<file path="config.mk">
export PLATFORM = sky130hd
export DESIGN_NAME = annexb_nal_unit_splitter_top
export DESIGN_NICKNAME = d
export VERILOG_FILES = /design/src/hdl/nalsplit_pkg.sv /design/src/hdl/nalsplit_parser.sv /design/src/hdl/nalsplit_queue.sv /design/src/hdl/annexb_nal_unit_splitter_top.sv
export SDC_FILE = /design/constraint.sdc
export NUM_CORES = 1
export LEC_CHECK = 0
export BUFFER_PORTS_ARGS = -buffer_cell sky130_fd_sc_hd__buf_2
export CAP_MARGIN = 30
export CELL_PAD_IN_SITES_DETAIL_PLACEMENT = 1
export CELL_PAD_IN_SITES_GLOBAL_PLACEMENT = 1
export CORE_ASPECT_RATIO = 0.9
export CORE_UTILIZATION = 25
export CTS_BUF_LIST = sky130_fd_sc_hd__clkbuf_16
export DETAILED_ROUTE_END_ITERATION = 7
export GPL_TIMING_DRIVEN = 0
export MAX_ROUTING_LAYER = met4
export PLACE_DENSITY = 0.52
export SYNTH_ARGS = -nofsm -noshare
export SYNTH_HDL_FRONTEND = slang
export SYNTH_SLANG_ARGS = --single-unit
export TNS_END_PERCENT = 100
</file>
<file path="constraint.sdc">
create_clock -name i_clk -period 12.7 [get_ports i_clk]
set_input_delay 0.635 -clock i_clk [delete_from_list [all_inputs] [get_ports i_clk]]
set_output_delay 0.635 -clock i_clk [all_outputs]
set_load 0.01 [all_outputs]
</file>
<file path="src/hdl/nalsplit_pkg.sv">
// Package: shared types, constants and header decode for the NAL unit splitter.
package nalsplit_pkg;

    localparam int POSITION_BITS_DEF = 32;
    localparam int QUEUE_DEPTH       = 4;
    localparam int IN_TDATA_BITS     = 8;
    localparam int OUT_TDATA_BITS    = 72;

    localparam logic CODEC_H264 = 1'b0;
    localparam logic CODEC_H265 = 1'b1;

    localparam logic [7:0] H264_TYPE_MASK = 8'h1F;
    localparam logic [7:0] H265_TYPE_MASK = 8'h7E;

    localparam logic [4:0] H264_NAL_SEI = 5'd6;
    localparam logic [4:0] H264_NAL_SPS = 5'd7;
    localparam logic [4:0] H264_NAL_PPS = 5'd8;

    localparam logic [5:0] H265_NAL_TRAIL_N = 6'd0;
    localparam logic [5:0] H265_NAL_TRAIL_R = 6'd1;
    localparam logic [5:0] H265_NAL_IDR     = 6'd19;
    localparam logic [5:0] H265_NAL_VPS     = 6'd32;
    localparam logic [5:0] H265_NAL_SPS     = 6'd33;
    localparam logic [5:0] H265_NAL_PPS     = 6'd34;

    localparam logic [2:0] PREFIX_SHORT = 3'd3;
    localparam logic [2:0] PREFIX_LONG  = 3'd4;

    typedef enum logic [2:0] {
        UT_OTHER = 3'd0,
        UT_B     = 3'd1,
        UT_IDR   = 3'd2,
        UT_SEI   = 3'd3,
        UT_VPS   = 3'd4,
        UT_SPS   = 3'd5,
        UT_PPS   = 3'd6
    } t_unit_type;

    typedef struct packed {
        logic       run_last;
        t_unit_type unit_type;
        logic [2:0] prefix_len;
        logic [31:0] unit_size;
        logic [31:0] unit_offset;
    } t_result;

    typedef struct packed {
        logic [1:0] cnt;
        t_result    d0;
        t_result    d1;
    } t_push;

    function automatic t_unit_type classify(input logic codec, input logic [7:0] b);
        logic [4:0] h4;
        logic [5:0] h5;
        t_unit_type t;
        h4 = 5'(b & H264_TYPE_MASK);
        h5 = 6'((b & H265_TYPE_MASK) >> 1);
        t  = UT_OTHER;
        if (codec == CODEC_H264) begin
            case (h4)
                H264_NAL_SEI: t = UT_SEI;
                H264_NAL_SPS: t = UT_SPS;
                H264_NAL_PPS: t = UT_PPS;
                default:      t = UT_OTHER;
            endcase
        end else begin
            case (h5)
                H265_NAL_TRAIL_N: t = UT_B;
                H265_NAL_TRAIL_R: t = UT_OTHER;
                H265_NAL_IDR:     t = UT_IDR;
                H265_NAL_VPS:     t = UT_VPS;
                H265_NAL_SPS:     t = UT_SPS;
                H265_NAL_PPS:     t = UT_PPS;
                default:          t = UT_OTHER;
            endcase
        end
        return t;
    endfunction

endpackage

</file>
<file path="src/hdl/nalsplit_parser.sv">
// Start code scanner: unit tracking state and result generation per byte.
module nalsplit_parser
    import nalsplit_pkg::*;
#(
    parameter int POSITION_BITS = POSITION_BITS_DEF
) (
    input  logic       i_clk,
    input  logic       i_rst_n,
    input  logic       i_valid,
    input  logic [7:0] i_byte,
    input  logic       i_end,
    input  logic       i_codec,
    output t_push      o_push
);

    localparam int PB = POSITION_BITS;

    logic [1:0]    r_zero_run, n_zero_run;
    logic [PB-1:0] r_pos, n_pos;
    logic [PB-1:0] r_start, n_start;
    logic [2:0]    r_plen, n_plen;
    t_unit_type    r_type, n_type;
    logic          r_open, n_open;
    logic          r_pending, n_pending;

    logic          start_code;
    logic [PB-1:0] sc_start;
    logic [2:0]    sc_plen;
    logic [PB-1:0] pos_inc;
    t_result       res_a, res_b;

    function automatic t_result build(input logic [PB-1:0] start, input logic [PB-1:0] stop,
                                      input logic [2:0] plen, input t_unit_type typ,
                                      input logic last);
        logic [PB-1:0] diff;
        logic [63:0]   diff_ext;
        t_result       r;
        diff          = stop - start;
        diff_ext      = 64'(diff);
        r.unit_offset = 32'(start);
        r.unit_size   = (|diff_ext[63:32]) ? 32'hFFFF_FFFF : diff_ext[31:0];
        r.prefix_len  = plen;
        r.unit_type   = typ;
        r.run_last    = last;
        return r;
    endfunction

    always_comb begin
        start_code = (i_byte == 8'd1) && (r_zero_run >= 2'd2);
        sc_plen    = (r_zero_run == 2'd3) ? PREFIX_LONG : PREFIX_SHORT;
        sc_start   = r_pos - ((r_zero_run == 2'd3) ? PB'(3) : PB'(2));
        pos_inc    = r_pos + PB'(1);

        n_start   = r_start;
        n_plen    = r_plen;
        n_type    = r_type;
        n_open    = r_open;
        n_pending = r_pending;
        if (start_code) begin
            n_start   = sc_start;
            n_plen    = sc_plen;
            n_type    = UT_OTHER;
            n_open    = 1'b1;
            n_pending = 1'b1;
        end else if (r_pending) begin
            n_type    = classify(i_codec, i_byte);
            n_pending = 1'b0;
        end

        res_a = build(r_start, sc_start, r_plen, r_type, !i_end);
        res_b = build(n_start, pos_inc, n_plen, n_type, 1'b1);

        o_push.d0  = res_b;
        o_push.d1  = res_b;
        o_push.cnt = 2'd0;
        if (i_valid) begin
            if (start_code && r_open) begin
                o_push.d0  = res_a;
                o_push.cnt = i_end ? 2'd2 : 2'd1;
            end else begin
                o_push.cnt = (i_end && n_open) ? 2'd1 : 2'd0;
            end
        end

        if (i_byte == 8'd0) begin
            n_zero_run = (r_zero_run == 2'd3) ? r_zero_run : r_zero_run + 2'd1;
        end else begin
            n_zero_run = 2'd0;
        end
        n_pos = pos_inc;

        if (i_end) begin
            n_zero_run = 2'd0;
            n_pos      = '0;
            n_start    = '0;
            n_plen     = PREFIX_SHORT;
            n_type     = UT_OTHER;
            n_open     = 1'b0;
            n_pending  = 1'b0;
        end
    end

    always_ff @(posedge i_clk) begin
        if (!i_rst_n) begin
            r_zero_run <= 2'd0;
            r_pos      <= '0;
            r_start    <= '0;
            r_plen     <= PREFIX_SHORT;
            r_type     <= UT_OTHER;
            r_open     <= 1'b0;
            r_pending  <= 1'b0;
        end else if (i_valid) begin
            r_zero_run <= n_zero_run;
            r_pos      <= n_pos;
            r_start    <= n_start;
            r_plen     <= n_plen;
            r_type     <= n_type;
            r_open     <= n_open;
            r_pending  <= n_pending;
        end
    end

endmodule

</file>
<file path="src/hdl/nalsplit_queue.sv">
// Result queue: takes up to two results per cycle, hands out one per word.
module nalsplit_queue
    import nalsplit_pkg::*;
(
    input  logic    i_clk,
    input  logic    i_rst_n,
    input  t_push   i_push,
    input  logic    i_pop,
    output logic    o_room2,
    output logic    o_valid,
    output t_result o_head
);

    localparam int AW = $clog2(QUEUE_DEPTH);
    localparam int CW = $clog2(QUEUE_DEPTH + 1);

    t_result       r_q [QUEUE_DEPTH];
    logic [AW-1:0] r_head, n_head;
    logic [AW-1:0] r_tail, n_tail;
    logic [CW-1:0] r_count, n_count;
    logic          pop;

    always_comb begin
        o_valid = (r_count != '0);
        o_head  = r_q[r_head];
        o_room2 = (r_count <= CW'(QUEUE_DEPTH - 2));
        pop     = i_pop && o_valid;
        n_head  = pop ? r_head + AW'(1) : r_head;
        n_tail  = r_tail + AW'(i_push.cnt);
        n_count = r_count + CW'(i_push.cnt) - CW'(pop);
    end

    always_ff @(posedge i_clk) begin
        if (i_push.cnt != 2'd0) begin
            r_q[r_tail] <= i_push.d0;
        end
        if (i_push.cnt == 2'd2) begin
            r_q[r_tail + AW'(1)] <= i_push.d1;
        end
    end

    always_ff @(posedge i_clk) begin
        if (!i_rst_n) begin
            r_head  <= '0;
            r_tail  <= '0;
            r_count <= '0;
        end else begin
            r_head  <= n_head;
            r_tail  <= n_tail;
            r_count <= n_count;
        end
    end

endmodule

</file>
<file path="src/hdl/annexb_nal_unit_splitter_top.sv">
// Top level: input register, start code parser and result queue.
// The parser reads the input register and writes its results into the result queue.
// Throughput: one byte per cycle unless stalled; a byte closing two units makes two words.
// The input register advances only while the result queue has room for two words.
// Reset: synchronous, active low; clears scan state, queue and codec register (H.264).
module annexb_nal_unit_splitter_top
    import nalsplit_pkg::*;
#(
    parameter int POSITION_BITS = POSITION_BITS_DEF
) (
    input  logic                      i_clk,
    input  logic                      i_rst_n,
    input  logic                      i_cfg_we,
    input  logic                      i_cfg_wdata,
    input  logic                      i_s_axis_tvalid,
    output logic                      o_s_axis_tready,
    input  logic [IN_TDATA_BITS-1:0]  i_s_axis_tdata,   // [7:0] data_byte
    input  logic                      i_s_axis_tlast,   // stream_end
    output logic                      o_m_axis_tvalid,
    input  logic                      i_m_axis_tready,
    output logic [OUT_TDATA_BITS-1:0] o_m_axis_tdata,   // unit_offset, unit_size,
                                                        // prefix_len, unit_type, zero pad
    output logic                      o_m_axis_tlast    // run_last
);

    logic       r_codec;
    logic       r_in_valid;
    logic [7:0] r_in_byte;
    logic       r_in_end;
    logic       advance;
    logic       room2;
    t_push      push;
    t_result    head;

    assign advance         = r_in_valid && room2;
    assign o_s_axis_tready = !r_in_valid || room2;

    always_ff @(posedge i_clk) begin
        if (!i_rst_n) begin
            r_codec    <= CODEC_H264;
            r_in_valid <= 1'b0;
        end else begin
            if (i_cfg_we) begin
                r_codec <= i_cfg_wdata;
            end
            if (o_s_axis_tready) begin
                r_in_valid <= i_s_axis_tvalid;
            end
        end
    end

    always_ff @(posedge i_clk) begin
        if (o_s_axis_tready && i_s_axis_tvalid) begin
            r_in_byte <= i_s_axis_tdata;
            r_in_end  <= i_s_axis_tlast;
        end
    end

    nalsplit_parser #(
        .POSITION_BITS(POSITION_BITS)
    ) u_parser (
        .i_clk   (i_clk),
        .i_rst_n (i_rst_n),
        .i_valid (advance),
        .i_byte  (r_in_byte),
        .i_end   (r_in_end),
        .i_codec (r_codec),
        .o_push  (push)
    );

    nalsplit_queue u_queue (
        .i_clk   (i_clk),
        .i_rst_n (i_rst_n),
        .i_push  (push),
        .i_pop   (i_m_axis_tready),
        .o_room2 (room2),
        .o_valid (o_m_axis_tvalid),
        .o_head  (head)
    );

    assign o_m_axis_tdata = {2'b00, head.unit_type, head.prefix_len, head.unit_size,
                             head.unit_offset};
    assign o_m_axis_tlast = head.run_last;

endmodule

</file>
==> reports/results.tsv <==
metric	value	unit
status	completed	
grt_setup_unrepaired	no	
layout-drive-gt1-share	13.1	%
htreeDepth	2	
endpoint_kind	flip-flop	
nFillCells	9777	
grt_use_met1	30.6	%
die_area	88700	µm²
synth_top_area_share	39.7	%
crit_path_start	u_parser.r_zero_run[0]$_SDFFE_PN0P_	
avgSynthCellArea	10.6	µm²
tightest_slew	1.19	ns
viasPerCell	5.34	
worstReg2RegStart	u_parser.r_zero_run[0]$_SDFFE_PN0P_	
worstSetupPathType	flip-flop to flip-flop	
peakVddDrop	85.5	µV
finalClockSkew	0.0384	ns
placed_area	24100	µm²
hold_class	primary input to flip-flop	
hpwl	71600	µm
clock_path_buffers	3	
grt_start_max_net_pins	52	
cp_max_fo	8	
maxSlewHeadroom	20.6	%
instances_no_fill	3401	
grt_pass1_wl	134000	µm
io-pin-count	90	
cts_hold_buf	0	
gr-max-usage-layer	met2	
total_power	3.15	mW
yosysMostFrequentCell	edfxtp_1	
die_height	283	µm
rows	102	
async_flop_share	0	%
cts-resized-gates	0	
cts_sinks	378	
dr.pass1.iters	5	
start_util	25.4	%
synth.distinct_cells	90	
drcViolationCount	0	
grt_pass1_vias	18100	
worstPathArrival	7.20	ns
port_buffers	86	
rrSetupSlack	5.82	ns
maxSlewViolCount	0	
num_antenna_cells	0	
cp-endpoint	u_queue.r_q[1][47]$_DFFE_PP_	
finalInstanceArea	25700	µm²
r2r_cells	18	
cts_tree	done	
postCtsSetupBuffers	0	
coreArea	86300	µm²
synthTopCellsByCount	edfxtp_1, o22ai_1, nand2_1, clkbuf_1, nor2_1	
pre_cts_slack	5.96	ns
die_w	314	µm
synthFlopType	edfxtp_1	
ant_nets	0	
dr_total_vias	18200	
use_met3	2.20	%
setup_ws	5.82	ns
start_kind	flip-flop	
synthTopCellsByArea	edfxtp_1, dfxtp_1, mux4_2, o22ai_1, ha_1	
required	13.02	ns
clk_pin_slew	0.06	ns
grt.met2_usage	32.5	%
regToRegEndpoint	u_queue.r_q[1][47]$_DFFE_PP_	
setup_viol	0	
cts_buffers	46	
fmax	145	MHz
antenna_found_initial	4	
gp_congestion	0.938	
nets	2309	
yosys.area.top_type	edfxtp_1	
wl_per_cell	27.8	µm
syn_inst	2059	
fin_tns_setup	0	ns
ys_warn_count	0	
synth_edf_count	289	
period_needed	6.88	ns
drv_cap	0	
grt_overflow	0	
dr.first_iter.drc_count	1796	
cts-root-buf	clkbuf_16	
power_density	123	nW/µm²
clk_latency	0.63	ns
area_growth	17.4	%
post-place-cells	3312	
leakagePower	9.32	nW
hold_violations	0	
fin_crit_sh	54.2	%
synth-seq-area-share	47.8	%
wl	94400	µm
syn_area	21900	µm²
track_usage	21.6	%
ys_ff_latch	378	
-- area by class of cell --
| cell class | count | area [µm²] | area share [%] |
|---|---|---|---|
| multi-input cells | 1452 | 10500 | 41.0 |
| plain buffers | 155 | 607 | 2.36 |
| clock inverters | 39 | 368 | 1.43 |
| flip-flops and latches | 378 | 10500 | 40.7 |
| clock buffers | 47 | 1180 | 4.58 |
| inverters | 75 | 292 | 1.14 |
| repair buffers | 111 | 815 | 3.17 |
| well taps | 1144 | 1430 | 5.57 |
-- worst min-delay path by stage --
stage	start	cells past startpoint	endpoint	slack, ns
final	i_s_axis_tdata[7]	1	r_in_byte[7]$_DFFE_PP_	0.21
after global routing	i_s_axis_tdata[7]	1	r_in_byte[7]$_DFFE_PP_	0.19
after CTS	i_s_axis_tdata[7]	1	r_in_byte[7]$_DFFE_PP_	0.18
after detailed placement	u_queue.r_q[3][70]$_SDFFE_PP1P_	2	u_queue.r_q[3][70]$_SDFFE_PP1P_	0.46
after global placement	u_queue.r_q[2][70]$_SDFFE_PP1P_	1	u_queue.r_q[2][70]$_SDFFE_PP1P_	0.45
after floorplan	u_queue.r_q[3][70]$_SDFFE_PP1P_	2	u_queue.r_q[3][70]$_SDFFE_PP1P_	0.44
-- layout by cell type (no fill, tap or decap), drive strengths merged, types with 52 or more instances in the layout --
cell / n
ha: 72
inv: 82
nand2: 140
dfxtp: 89
xor2: 52
xnor2: 71
o22ai: 234
mux4: 71
edfxtp: 289
a21oi: 113
nor2: 123
clkbuf: 177
buf: 136
o21ai: 124
-- flip-flops by register name, summed over array words and instances, names as in the netlist, 3 cells and up, named ones only --
register,flops
u_parser.r_plen,3
u_queue.r_count,3
r_in_byte,8
u_parser.r_start,32
u_parser.r_pos,32
u_parser.r_type,3
u_queue.r_q,284
-- metal layers --
metal / up-vias / wire length [µm]
li1: 8141 / -
met1: 9390 / 45700
met2: 526 / 41700
met3: 117 / 4440
met4: 0 / 2570
met5: - / 0
-- stage by stage --
stage | util, % | hold slack, ns
final | 29.8 | 0.206
after global routing | 29.8 | 0.187
after CTS | 29.7 | 0.176
after detailed placement | 27.9 | 0.457
after global placement | 27.5 | 0.445
after floorplan | - | 0.435
-- kinds of logic after synthesis --
family / Yosys count / share of synthesized area (%)
compound gates: 632 / 18.0
xor+xnor: 123 / 5.03
fa+ha+maj: 76 / 4.44
buf+inv: 230 / 4.06
flops: 378 / 47.8
mux: 98 / 8.59
other cells: 1 / 0.0171
simple gates: 521 / 12.0
-- critical path, cell delays in order (launching register included) --
cell and delay [ns]:
dfxtp_1 0.38, ha_1 0.47, ha_1 0.24, inv_1 0.04
ha_1 0.26, nor4_2 0.55, nand2_1 0.45, nor3_1 0.30
xor2_1 0.21, mux2i_1 0.71, ha_1 0.41, and4_1 0.19
a221o_1 0.38, o211ai_1 0.29, nand2_1 0.12, xnor2_1 0.78
nor2_1 0.08, a21oi_1 0.50, o22ai_1 0.21
-- power by group --
group	leakage (nW)	internal (mW)	switching [mW]
clock	0.771	0.800	0.596
combinational	4.49	0.158	0.261
sequential	4.06	1.33	0.00943
No activity file was read; power rests on OpenSTA's default activity.
